===== config.mk =====
export PLATFORM = sky130hd
export DESIGN_NAME = argb_over_blend
export DESIGN_NICKNAME = d
export VERILOG_FILES = /design/src/hdl/abl_pkg.sv /design/src/hdl/abl_prep.sv /design/src/hdl/abl_divider.sv /design/src/hdl/argb_over_blend.sv
export SDC_FILE = /design/constraint.sdc
export NUM_CORES = 2
export LEC_CHECK = 0
export BUFFER_PORTS_ARGS = -buffer_cell sky130_fd_sc_hd__buf_2
export CAP_MARGIN = 0
export CORE_MARGIN = 1
export CORE_UTILIZATION = 52
export DETAILED_ROUTE_END_ITERATION = 7
export PLACE_DENSITY = 0.67
export SYNTH_ARGS = -nofsm -noshare
export SYNTH_HDL_FRONTEND = slang
export SYNTH_SLANG_ARGS = --single-unit

===== constraint.sdc =====
create_clock -name clk -period 5.6 [get_ports clk]
set_input_delay 1.12 -clock clk [delete_from_list [all_inputs] [get_ports clk]]
set_output_delay 1.12 -clock clk [all_outputs]
set_load 0.02 [all_outputs]

===== src/hdl/abl_pkg.sv =====
// Shared types and constants for the straight-alpha over compositor.
package abl_pkg;

  localparam int NUM_CH = 3;   // colour channels: 0 red, 1 green, 2 blue
  localparam int QUO_W  = 8;   // quotient bits, one divider stage each
  localparam int NUM_W  = 17;  // channel numerator width

  localparam logic [7:0]  ALPHA_MAX = 8'd255;
  localparam logic [7:0]  RND_255   = 8'd127;
  localparam logic [24:0] RECIP_255 = 25'h1010101;  // floor(2^32 / 255)

  typedef struct packed {
    logic [7:0] red;
    logic [7:0] green;
    logic [7:0] blue;
    logic [7:0] alpha;
  } pix_t;

  // Output of the product and divide-by-255 front end.
  typedef struct packed {
    logic                     valid;
    logic                     bypass;
    pix_t                     pass;
    logic [7:0]               ra;
    logic [NUM_CH-1:0][15:0]  p;
    logic [NUM_CH-1:0][15:0]  q;
  } prep_t;

  // One transaction inside the channel divider.
  typedef struct packed {
    logic                          valid;
    logic                          bypass;
    pix_t                          pass;
    logic [7:0]                    ra;
    logic [NUM_CH-1:0]             sat;
    logic [NUM_CH-1:0][NUM_W-1:0]  rem;
    logic [NUM_CH-1:0][QUO_W-1:0]  quo;
  } div_t;

endpackage


===== src/hdl/abl_prep.sv =====
// Front end: premultiplied terms, output alpha and rounded divide by 255.
module abl_prep (
  input  logic          clk,
  input  logic          rst_n,
  input  logic          in_valid,
  input  abl_pkg::pix_t over_pix,
  input  abl_pkg::pix_t base_pix,
  output abl_pkg::prep_t prep_o
);

  typedef struct packed {
    logic                            valid;
    logic                            bypass;
    abl_pkg::pix_t                   pass;
    logic [7:0]                      oa;
    logic [15:0]                     w;
    logic [abl_pkg::NUM_CH-1:0][15:0] p;
    logic [abl_pkg::NUM_CH-1:0][7:0]  bc;
  } s1_t;

  typedef struct packed {
    logic                            valid;
    logic                            bypass;
    abl_pkg::pix_t                   pass;
    logic [7:0]                      oa;
    logic [15:0]                     ya;
    logic [abl_pkg::NUM_CH-1:0][15:0] p;
    logic [abl_pkg::NUM_CH-1:0][23:0] yc;
  } s2_t;

  typedef struct packed {
    logic                            valid;
    logic                            bypass;
    abl_pkg::pix_t                   pass;
    logic [7:0]                      oa;
    logic [15:0]                     ya;
    logic [15:0]                     qa0;
    logic [abl_pkg::NUM_CH-1:0][15:0] p;
    logic [abl_pkg::NUM_CH-1:0][23:0] yc;
    logic [abl_pkg::NUM_CH-1:0][15:0] qc0;
  } s3_t;

  // Reciprocal estimate of y / 255: exact or one low.
  function automatic logic [15:0] div255_est(input logic [23:0] y);
    logic [48:0] prod;
    prod = {25'b0, y} * {24'b0, abl_pkg::RECIP_255};
    return prod[47:32];
  endfunction

  function automatic logic [15:0] div255_fix(input logic [23:0] y, input logic [15:0] q0);
    logic [23:0] back;
    logic [23:0] r;
    back = {q0, 8'b0} - {8'b0, q0};
    r    = y - back;
    return (r >= 24'd255) ? q0 + 16'd1 : q0;
  endfunction

  s1_t s1_r, s1_nxt;
  s2_t s2_r, s2_nxt;
  s3_t s3_r, s3_nxt;
  abl_pkg::prep_t s4_r, s4_nxt;

  logic [abl_pkg::NUM_CH-1:0][7:0] oc;
  logic [7:0] ia;

  assign oc[0] = over_pix.red;
  assign oc[1] = over_pix.green;
  assign oc[2] = over_pix.blue;

  // Stage 1: inverse alpha, base weight, overlay premultiply, pass-through pick.
  always_comb begin
    ia            = abl_pkg::ALPHA_MAX - over_pix.alpha;
    s1_nxt.valid  = in_valid;
    s1_nxt.bypass = (over_pix.alpha == 8'd0) || (over_pix.alpha == abl_pkg::ALPHA_MAX);
    s1_nxt.pass   = (over_pix.alpha == 8'd0) ? base_pix : over_pix;
    s1_nxt.oa     = over_pix.alpha;
    s1_nxt.w      = {8'b0, base_pix.alpha} * {8'b0, ia};
    s1_nxt.bc[0]  = base_pix.red;
    s1_nxt.bc[1]  = base_pix.green;
    s1_nxt.bc[2]  = base_pix.blue;
    for (int c = 0; c < abl_pkg::NUM_CH; c++) begin
      s1_nxt.p[c] = {8'b0, oc[c]} * {8'b0, over_pix.alpha};
    end
  end

  // Stage 2: base colour times weight, rounding offsets.
  always_comb begin
    s2_nxt.valid  = s1_r.valid;
    s2_nxt.bypass = s1_r.bypass;
    s2_nxt.pass   = s1_r.pass;
    s2_nxt.oa     = s1_r.oa;
    s2_nxt.p      = s1_r.p;
    s2_nxt.ya     = s1_r.w + {8'b0, abl_pkg::RND_255};
    for (int c = 0; c < abl_pkg::NUM_CH; c++) begin
      s2_nxt.yc[c] = ({16'b0, s1_r.bc[c]} * {8'b0, s1_r.w}) + {16'b0, abl_pkg::RND_255};
    end
  end

  // Stage 3: reciprocal estimates.
  always_comb begin
    s3_nxt.valid  = s2_r.valid;
    s3_nxt.bypass = s2_r.bypass;
    s3_nxt.pass   = s2_r.pass;
    s3_nxt.oa     = s2_r.oa;
    s3_nxt.p      = s2_r.p;
    s3_nxt.ya     = s2_r.ya;
    s3_nxt.yc     = s2_r.yc;
    s3_nxt.qa0    = div255_est({8'b0, s2_r.ya});
    for (int c = 0; c < abl_pkg::NUM_CH; c++) begin
      s3_nxt.qc0[c] = div255_est(s2_r.yc[c]);
    end
  end

  // Stage 4: one-step correction, output alpha (never above 255).
  always_comb begin
    logic [15:0] qa;
    qa            = div255_fix({8'b0, s3_r.ya}, s3_r.qa0);
    s4_nxt.valid  = s3_r.valid;
    s4_nxt.bypass = s3_r.bypass;
    s4_nxt.pass   = s3_r.pass;
    s4_nxt.p      = s3_r.p;
    s4_nxt.ra     = s3_r.oa + qa[7:0];
    for (int c = 0; c < abl_pkg::NUM_CH; c++) begin
      s4_nxt.q[c] = div255_fix(s3_r.yc[c], s3_r.qc0[c]);
    end
  end

  always_ff @(posedge clk) begin
    if (!rst_n) begin
      s1_r.valid <= 1'b0;
      s2_r.valid <= 1'b0;
      s3_r.valid <= 1'b0;
      s4_r.valid <= 1'b0;
    end else begin
      s1_r <= s1_nxt;
      s2_r <= s2_nxt;
      s3_r <= s3_nxt;
      s4_r <= s4_nxt;
    end
  end

  assign prep_o = s4_r;

endmodule


===== src/hdl/abl_divider.sv =====
// Pipelined restoring divider: one quotient bit per stage for all channels.
module abl_divider (
  input  logic          clk,
  input  logic          rst_n,
  input  abl_pkg::div_t div_i,
  output abl_pkg::div_t div_o
);

  abl_pkg::div_t st_r [abl_pkg::QUO_W];

  for (genvar s = 0; s < abl_pkg::QUO_W; s++) begin : g_stage
    localparam int BIT = abl_pkg::QUO_W - 1 - s;

    abl_pkg::div_t st_in;
    abl_pkg::div_t stg_nxt;
    logic [abl_pkg::NUM_W-1:0] dsr;

    if (s == 0) begin : g_first
      assign st_in = div_i;
    end else begin : g_rest
      assign st_in = st_r[s-1];
    end

    always_comb begin
      dsr     = {{(abl_pkg::NUM_W-8){1'b0}}, st_in.ra} << BIT;
      stg_nxt = st_in;
      for (int c = 0; c < abl_pkg::NUM_CH; c++) begin
        if (st_in.rem[c] >= dsr) begin
          stg_nxt.rem[c]      = st_in.rem[c] - dsr;
          stg_nxt.quo[c][BIT] = 1'b1;
        end
      end
    end

    always_ff @(posedge clk) begin
      if (!rst_n) begin
        st_r[s].valid <= 1'b0;
      end else begin
        st_r[s] <= stg_nxt;
      end
    end
  end

  assign div_o = st_r[abl_pkg::QUO_W-1];

endmodule


===== src/hdl/argb_over_blend.sv =====
// 14 register stages lie between the accepting edge and the out_ ports.
// Throughput: one pixel pair per clock; busy is held low, so start may be high every cycle.
// Cost is set by the 8-stage channel divider (one quotient bit per stage) plus 6 other stages.
// The receiver cannot stall: out_valid strobes for exactly one cycle per result.
// Reset (rst_n low, synchronous) clears every stage valid bit; data registers are not reset.
module argb_over_blend (
  input  logic       clk,
  input  logic       rst_n,
  input  logic       start,
  output logic       busy,
  input  logic [7:0] in_over_red,
  input  logic [7:0] in_over_green,
  input  logic [7:0] in_over_blue,
  input  logic [7:0] in_over_alpha,
  input  logic [7:0] in_base_red,
  input  logic [7:0] in_base_green,
  input  logic [7:0] in_base_blue,
  input  logic [7:0] in_base_alpha,
  output logic       out_valid,
  output logic [7:0] out_mix_red,
  output logic [7:0] out_mix_green,
  output logic [7:0] out_mix_blue,
  output logic [7:0] out_mix_alpha
);

  abl_pkg::pix_t  over_pix;
  abl_pkg::pix_t  base_pix;
  abl_pkg::prep_t prep;
  abl_pkg::div_t  d0_r, d0_nxt;
  abl_pkg::div_t  dq;
  abl_pkg::pix_t  out_pix_r, out_pix_nxt;
  logic           out_valid_r;

  // Fully pipelined: nothing ever holds a transaction back.
  assign busy = 1'b0;

  assign over_pix = '{red: in_over_red, green: in_over_green, blue: in_over_blue,
                      alpha: in_over_alpha};
  assign base_pix = '{red: in_base_red, green: in_base_green, blue: in_base_blue,
                      alpha: in_base_alpha};

  // Stages 1-4: products, output alpha, base term rounded by 255.
  abl_prep u_prep (
    .clk      (clk),
    .rst_n    (rst_n),
    .in_valid (start & ~busy),
    .over_pix (over_pix),
    .base_pix (base_pix),
    .prep_o   (prep)
  );

  // Stage 5: numerator with half-divisor rounding, and overflow check.
  // A quotient of 256 or more means numerator >= ra * 256; such channels clamp to 255,
  // which also leaves the divider needing only eight quotient bits.
  // On the blend path ra >= over alpha >= 1, so the zero-alpha case never reaches here.
  always_comb begin
    logic [abl_pkg::NUM_W-1:0] num;
    d0_nxt        = '0;
    d0_nxt.valid  = prep.valid;
    d0_nxt.bypass = prep.bypass;
    d0_nxt.pass   = prep.pass;
    d0_nxt.ra     = prep.ra;
    for (int c = 0; c < abl_pkg::NUM_CH; c++) begin
      num = {1'b0, prep.p[c]} + {1'b0, prep.q[c]}
          + {{(abl_pkg::NUM_W-7){1'b0}}, prep.ra[7:1]};
      d0_nxt.rem[c] = num;
      d0_nxt.sat[c] = (num >= {1'b0, prep.ra, 8'b0});
    end
  end

  always_ff @(posedge clk) begin
    if (!rst_n) begin
      d0_r.valid <= 1'b0;
    end else begin
      d0_r <= d0_nxt;
    end
  end

  // Stages 6-13: colour channel divide by output alpha.
  abl_divider u_div (
    .clk   (clk),
    .rst_n (rst_n),
    .div_i (d0_r),
    .div_o (dq)
  );

  // Stage 14: transparent overlay passes the base, opaque overlay passes itself,
  // otherwise the (saturated) quotients with the blended alpha.
  always_comb begin
    if (dq.bypass) begin
      out_pix_nxt = dq.pass;
    end else begin
      out_pix_nxt.red   = dq.sat[0] ? abl_pkg::ALPHA_MAX : dq.quo[0];
      out_pix_nxt.green = dq.sat[1] ? abl_pkg::ALPHA_MAX : dq.quo[1];
      out_pix_nxt.blue  = dq.sat[2] ? abl_pkg::ALPHA_MAX : dq.quo[2];
      out_pix_nxt.alpha = dq.ra;
    end
  end

  always_ff @(posedge clk) begin
    out_pix_r <= out_pix_nxt;
    if (!rst_n) begin
      out_valid_r <= 1'b0;
    end else begin
      out_valid_r <= dq.valid;
    end
  end

  assign out_valid     = out_valid_r;
  assign out_mix_red   = out_pix_r.red;
  assign out_mix_green = out_pix_r.green;
  assign out_mix_blue  = out_pix_r.blue;
  assign out_mix_alpha = out_pix_r.alpha;

endmodule

* After elaboration in Yosys (flattened, before gate mapping) *
Memories as Yosys holds them, arrays and structs flattened.
Cells that the tools add are included.

cells by class
  bitwise operators = 8
  eq/ne operators = 1
  reduce and logical (&&, ||, !) cells = 2
  magnitude comparators = 31
  multiplexer cells = 67
  multipliers = 11
  add/sub/neg operators = 48

operators with widths
  operator                                                                 number
  17-bit two-way mux                                                       24
  24-bit by 25-bit multiplier with 48-bit output (second input constant)   3
  24-bit by 8-bit >= comparator with 1-bit output (second input constant)  4
  24-bit by 7-bit adder with 24-bit output (second input constant)         3
  8-bit by 16-bit multiplier with 24-bit output                            3
  24-bit by 16-bit subtractor with 24-bit output                           3
  24-bit subtractor                                                        3
  8-bit by 8-bit multiplier with 16-bit output                             4
  32-bit two-way mux                                                       2
  16-bit by 16-bit adder with 17-bit output                                3
  17-bit by 7-bit adder with 17-bit output                                 3
  17-bit by 10-bit >= comparator with 1-bit output                         3
  17-bit by 11-bit >= comparator with 1-bit output                         3
  17-bit by 12-bit >= comparator with 1-bit output                         3
  17-bit by 13-bit >= comparator with 1-bit output                         3
  17-bit by 14-bit >= comparator with 1-bit output                         3
  17-bit by 15-bit >= comparator with 1-bit output                         3
  17-bit by 16-bit >= comparator with 1-bit output                         3
  17-bit by 8-bit >= comparator with 1-bit output                          3
  17-bit by 9-bit >= comparator with 1-bit output                          3
  17-bit by 10-bit subtractor with 17-bit output                           3
  17-bit by 11-bit subtractor with 17-bit output                           3
  17-bit by 12-bit subtractor with 17-bit output                           3
  17-bit by 13-bit subtractor with 17-bit output                           3
  other kinds (19)                                                         74

word-level totals
  flip-flop bits (word level) = 810
  logic and storage cells = 244
  input bits = 67
  memory bits (writable) = 960
  output and inout bits = 34
  memories kept = 1

memory list
  name        depth  bits a word  rd ports  clocked after memory_dff  write ports  RTL line          source
  u_div.st_r  8      120          8         0                         8            abl_divider.sv:9  abl_pkg::div_t st_r [abl_pkg::QUO_W];

* Depth between registers and ports, before layout *
  depth after elaboration = 5
  mapped depth = 29

* Cells and area by module *
From an unflattened synthesis, not the netlist that was laid out.

second synthesis, totals
  cell total of the unflattened synthesis = 8832
  area, all modules = 107020.1 um^2

by module, submodules not included
  module           cells an instance  area an instance (um^2)  sequential area each (um^2)  instances
  abl_prep         5187               56864.5                  20409.6                      1
  abl_divider      2981               42487.0                  28747.6                      1
  argb_over_blend  664                7668.6                   3533.4                       1

* Least setup slack after synthesis *
OpenSTA, ideal clock, no wires.

  path kind = register -> register
  start point = register u_prep.s1_r[76] (netlist name)
  end point = register u_prep.s2_r[71] (netlist name) (data pin)
  buffers on the path = 2
  stages on the path, launching flop included = 23
  slack = -0.198 ns
  data required time = 5.340 ns
  arrival time = 5.538 ns
  cell sequence = edfxtp_1 > clkbuf_1 > clkbuf_1 > nand2_1 > fa_1 > inv_1 > ha_1 > fa_1 > inv_1 > fa_1 > inv_1 > ha_1 > o21a_1 > a21oi_1 > o21a_1 > o21ai_1 > o41ai_1 > o21ai_1 > o41ai_1 > nor2_1 > a2111oi_1 > a21oi_1 > xnor2_1

RTL lines
  element                 RTL line         source
  start, declared         abl_prep.sv:58   s1_t s1_r, s1_nxt;
  start signal, assigned  abl_prep.sv:135  s1_r <= s1_nxt;
  end signal, assigned    abl_prep.sv:136  s2_r <= s2_nxt;
  end, declared           abl_prep.sv:59   s2_t s2_r, s2_nxt;

==> results.toml <==
[floorplan]
fp.dieH_um = 439.9
num_io_pins = 101
placementRows = 160
die_w_um = 439.9
initial_utilization_pct = 52.38
coreArea_um2 = 190400
die-area_um2 = 193500

[hold_path]
hold_class = "reg2reg"

[sta]
fin_crit_sh_pct = 96.76
finalWorstPathRequiredPeriod_ns = 5.419
relSlewSlack_pct = 26.78
finalSetupViolations = 0
slew_viol_final = 0
report.final.hold_viol_count = 0
fmax_mhz = 184.6
whs_ns = 0.3573
worst_pin_slew_ns = 1.096
skew_ns = 0.07225
rsz0062_at_grt = "true"

[cells_and_area]
fill_cells = 15220
syn2layout_area_growth_pct = 11.16
final_area_um2 = 110900
final_nets = 10250
drive_gt1_share_pct = 8.150
final_cell_count_no_fill = 11240

[cts]
hold_buffers = 0
htreeDepth = 4
clk_pin_slew_ns = 0.06
cts_sinks = 1635
clk_latency_ns = 0.83
cts_tree = "yes"
cts_buffer_depth = 3
numCtsBuffers = 167
clock-root-buffer = "clkbuf_16"

[placed_design]
hpwl_mm = 175.3
place_area_um2 = 105000
port_buffers = 99
finalWeightedCongestion = 0.9019
placed_cells = 10920

[critical_path]
critical_path_arrival_ns = 5.98
cp_cell_sequence = "buf_12, and2_1, fa_1, fa_1, inv_1, fa_1, fa_1, inv_1, ha_1, nor2b_2, o21a_1, o41ai_1, o311a_1, a2111oi_4, buf_4, and3b_1, o41ai_2, a21oi_1, xnor2_1"
crit_fanout = 12
slowest_stage = "fa_1"
critPathBufInv = 4
cp_top_family = "adder cells"
critical_path_required_ns = 6.16
worst_path_most_repeated_cell = "fa_1"
slowest_delay_ns = 0.52
cp-end-kind = "flop"
startpoint_type = "flop"
path_class = "reg2reg"

[global_route]
grt_start_max_net_pins = 158
grt_overflow = 0
antenna_found_initial = 11
grtUsageTotal_pct = 23.17
grt_pass1_vias = 62140
met3_usage_pct = 3.246
grt_use_met2_pct = 41.00
busiest_layer = "met2"
use_met1_pct = 28.44
grt_pass1_wl_mm = 345.3

[run_status]
outcome = "completed"

[logic_synthesis]
synth_edf_count = 1589
avgSynthCellArea_um2 = 12.12
ys.flop_type = "edfxtp_1"
synth_area_leaders = "edfxtp_1 (48%), ha_1 (14%), fa_1 (10%)"
syn_nets = 9894
seq_area_frac_synth_pct = 48.77
yosys_register_bits = 1635
synthArstFlopShare_pct = 0
syn_area_um2 = 99730
yosysTopAreaCell = "edfxtp_1"
synth_cells = 8230
yosysTopAreaCellShare_pct = 47.84
ys_warn_count = 0
ys_types = 87

[routing]
drt_first_pass_iters = 5
initialDrtViolationCount = 3732
routed_via_density = 5.447
antenna_left = 0
avgRoutedWirePerCell_um = 19.91
drc = 0
routed_wl_mm = 223.8
num_vias = 61220

[job]
cap_viol_max_count = 0
cells in the final DEF, fill, tap and decap left out, types with 53 or more instances in the layout:
cell and count:
nand2b_1 121, inv_1 1071, nor2_1 425, nand4_1 73, clkbuf_16 168, buf_2 98, and2_1 342, o21ai_0 262
nor2b_1 135, buf_4 213, nor4_1 68, nor3_1 121, xor2_1 146, o21a_1 53, fa_1 512, edfxtp_1 1589
nand3_1 113, ha_1 1083, a21o_1 125, mux2_2 55, nand2_1 534, xnor2_1 321, a21oi_1 361
cell usage after synthesis (all sizes together) (46+ instances only):
cell / count
nand3: 114
mux2: 55
and2: 342
xnor2: 323
a21oi: 367
nor4: 71
edfxtp: 1589
clkbuf: 144
fa: 512
nor2b: 136
xor2: 146
a21o: 125
ha: 1085
nand2: 534
nand4: 73
o21ai: 270
nand2b: 121
nor3: 123
nor2: 427
inv: 1071
o21a: 53
dfxtp: 46
kinds of logic after synthesis:
family,count (synthesis),share of synthesized area [%]
AND/OR/NAND/NOR,2114,10.79
flip-flops,1635,48.77
adder cells (fa/ha/maj),1597,23.89
buffers and inverters,1229,4.646
AO/OA/AOI/OAI,1108,6.945
XOR/XNOR,469,4.119
multiplexers,77,0.8418
other,1,0.003760
metal layers:
metal,wire length [µm],vias up
met5,26,-
met4,9392,4
met3,8627,400
met2,112800,1224
met1,92960,30100
li1,-,29490
stage by stage:
step                setup WS (ns)   TNS, ns  utilization, %
finish                     0.1815         0           58.23
global placement         -0.07086   -0.1915           55.14
floorplan                 0.01938         0               -
detailed placement        -0.1127   -0.4813           55.14
CTS                       0.02884         0           58.09
global route             -0.02826  -0.05620           58.22
repair_timing:
action / 4_1_cts / 5_1_grt
pin swaps: 0 / 9
buffers inserted: 0 / 11
endpoints found under the setup margin: 1 / 17
gates resized for setup: 1 / 33
area by class of cell:
type | count | area (µm²) | share of cell area (%)
Sequential cell | 1635 | 48640 | 43.87
Multi-Input combinational cell | 5366 | 46650 | 42.08
Clock buffer | 207 | 4420 | 3.987
Inverter | 1071 | 4020 | 3.626
Tap cell | 2511 | 3142 | 2.834
Timing Repair Buffer | 345 | 2770 | 2.499
Clock inverter | 100 | 1210 | 1.091
Antenna cell | 5 | 12.51 | 0.01129
path summary, 6_finish.rpt:
path                                        from            endpoint  slack, ns  cells after the start
worst min-delay path            u_prep.s3_r[218]  u_prep.prep_o[114]       0.36                      0
worst min register to register  u_prep.s3_r[218]  u_prep.prep_o[114]       0.36                      0
worst max register to register   u_prep.s1_r[78]     u_prep.s2_r[70]       0.18                     19
worst max-delay path             u_prep.s1_r[78]     u_prep.s2_r[70]       0.18                     19
registers in the layout (all words and copies together), names as in the netlist:
signal,cells
u_prep.s3_r,235
d0_r,96
out_mix_green,8
out_mix_blue,8
out_mix_red,8
u_prep.s1_r,130
u_prep.prep_o,138
out_mix_alpha,8
u_prep.s2_r,178
u_div.st_r,825
out_valid,1
Power is left out: the tool's default activity adds up to more than one toggle a clock period on the data nets, which glitch-free logic cannot reach.
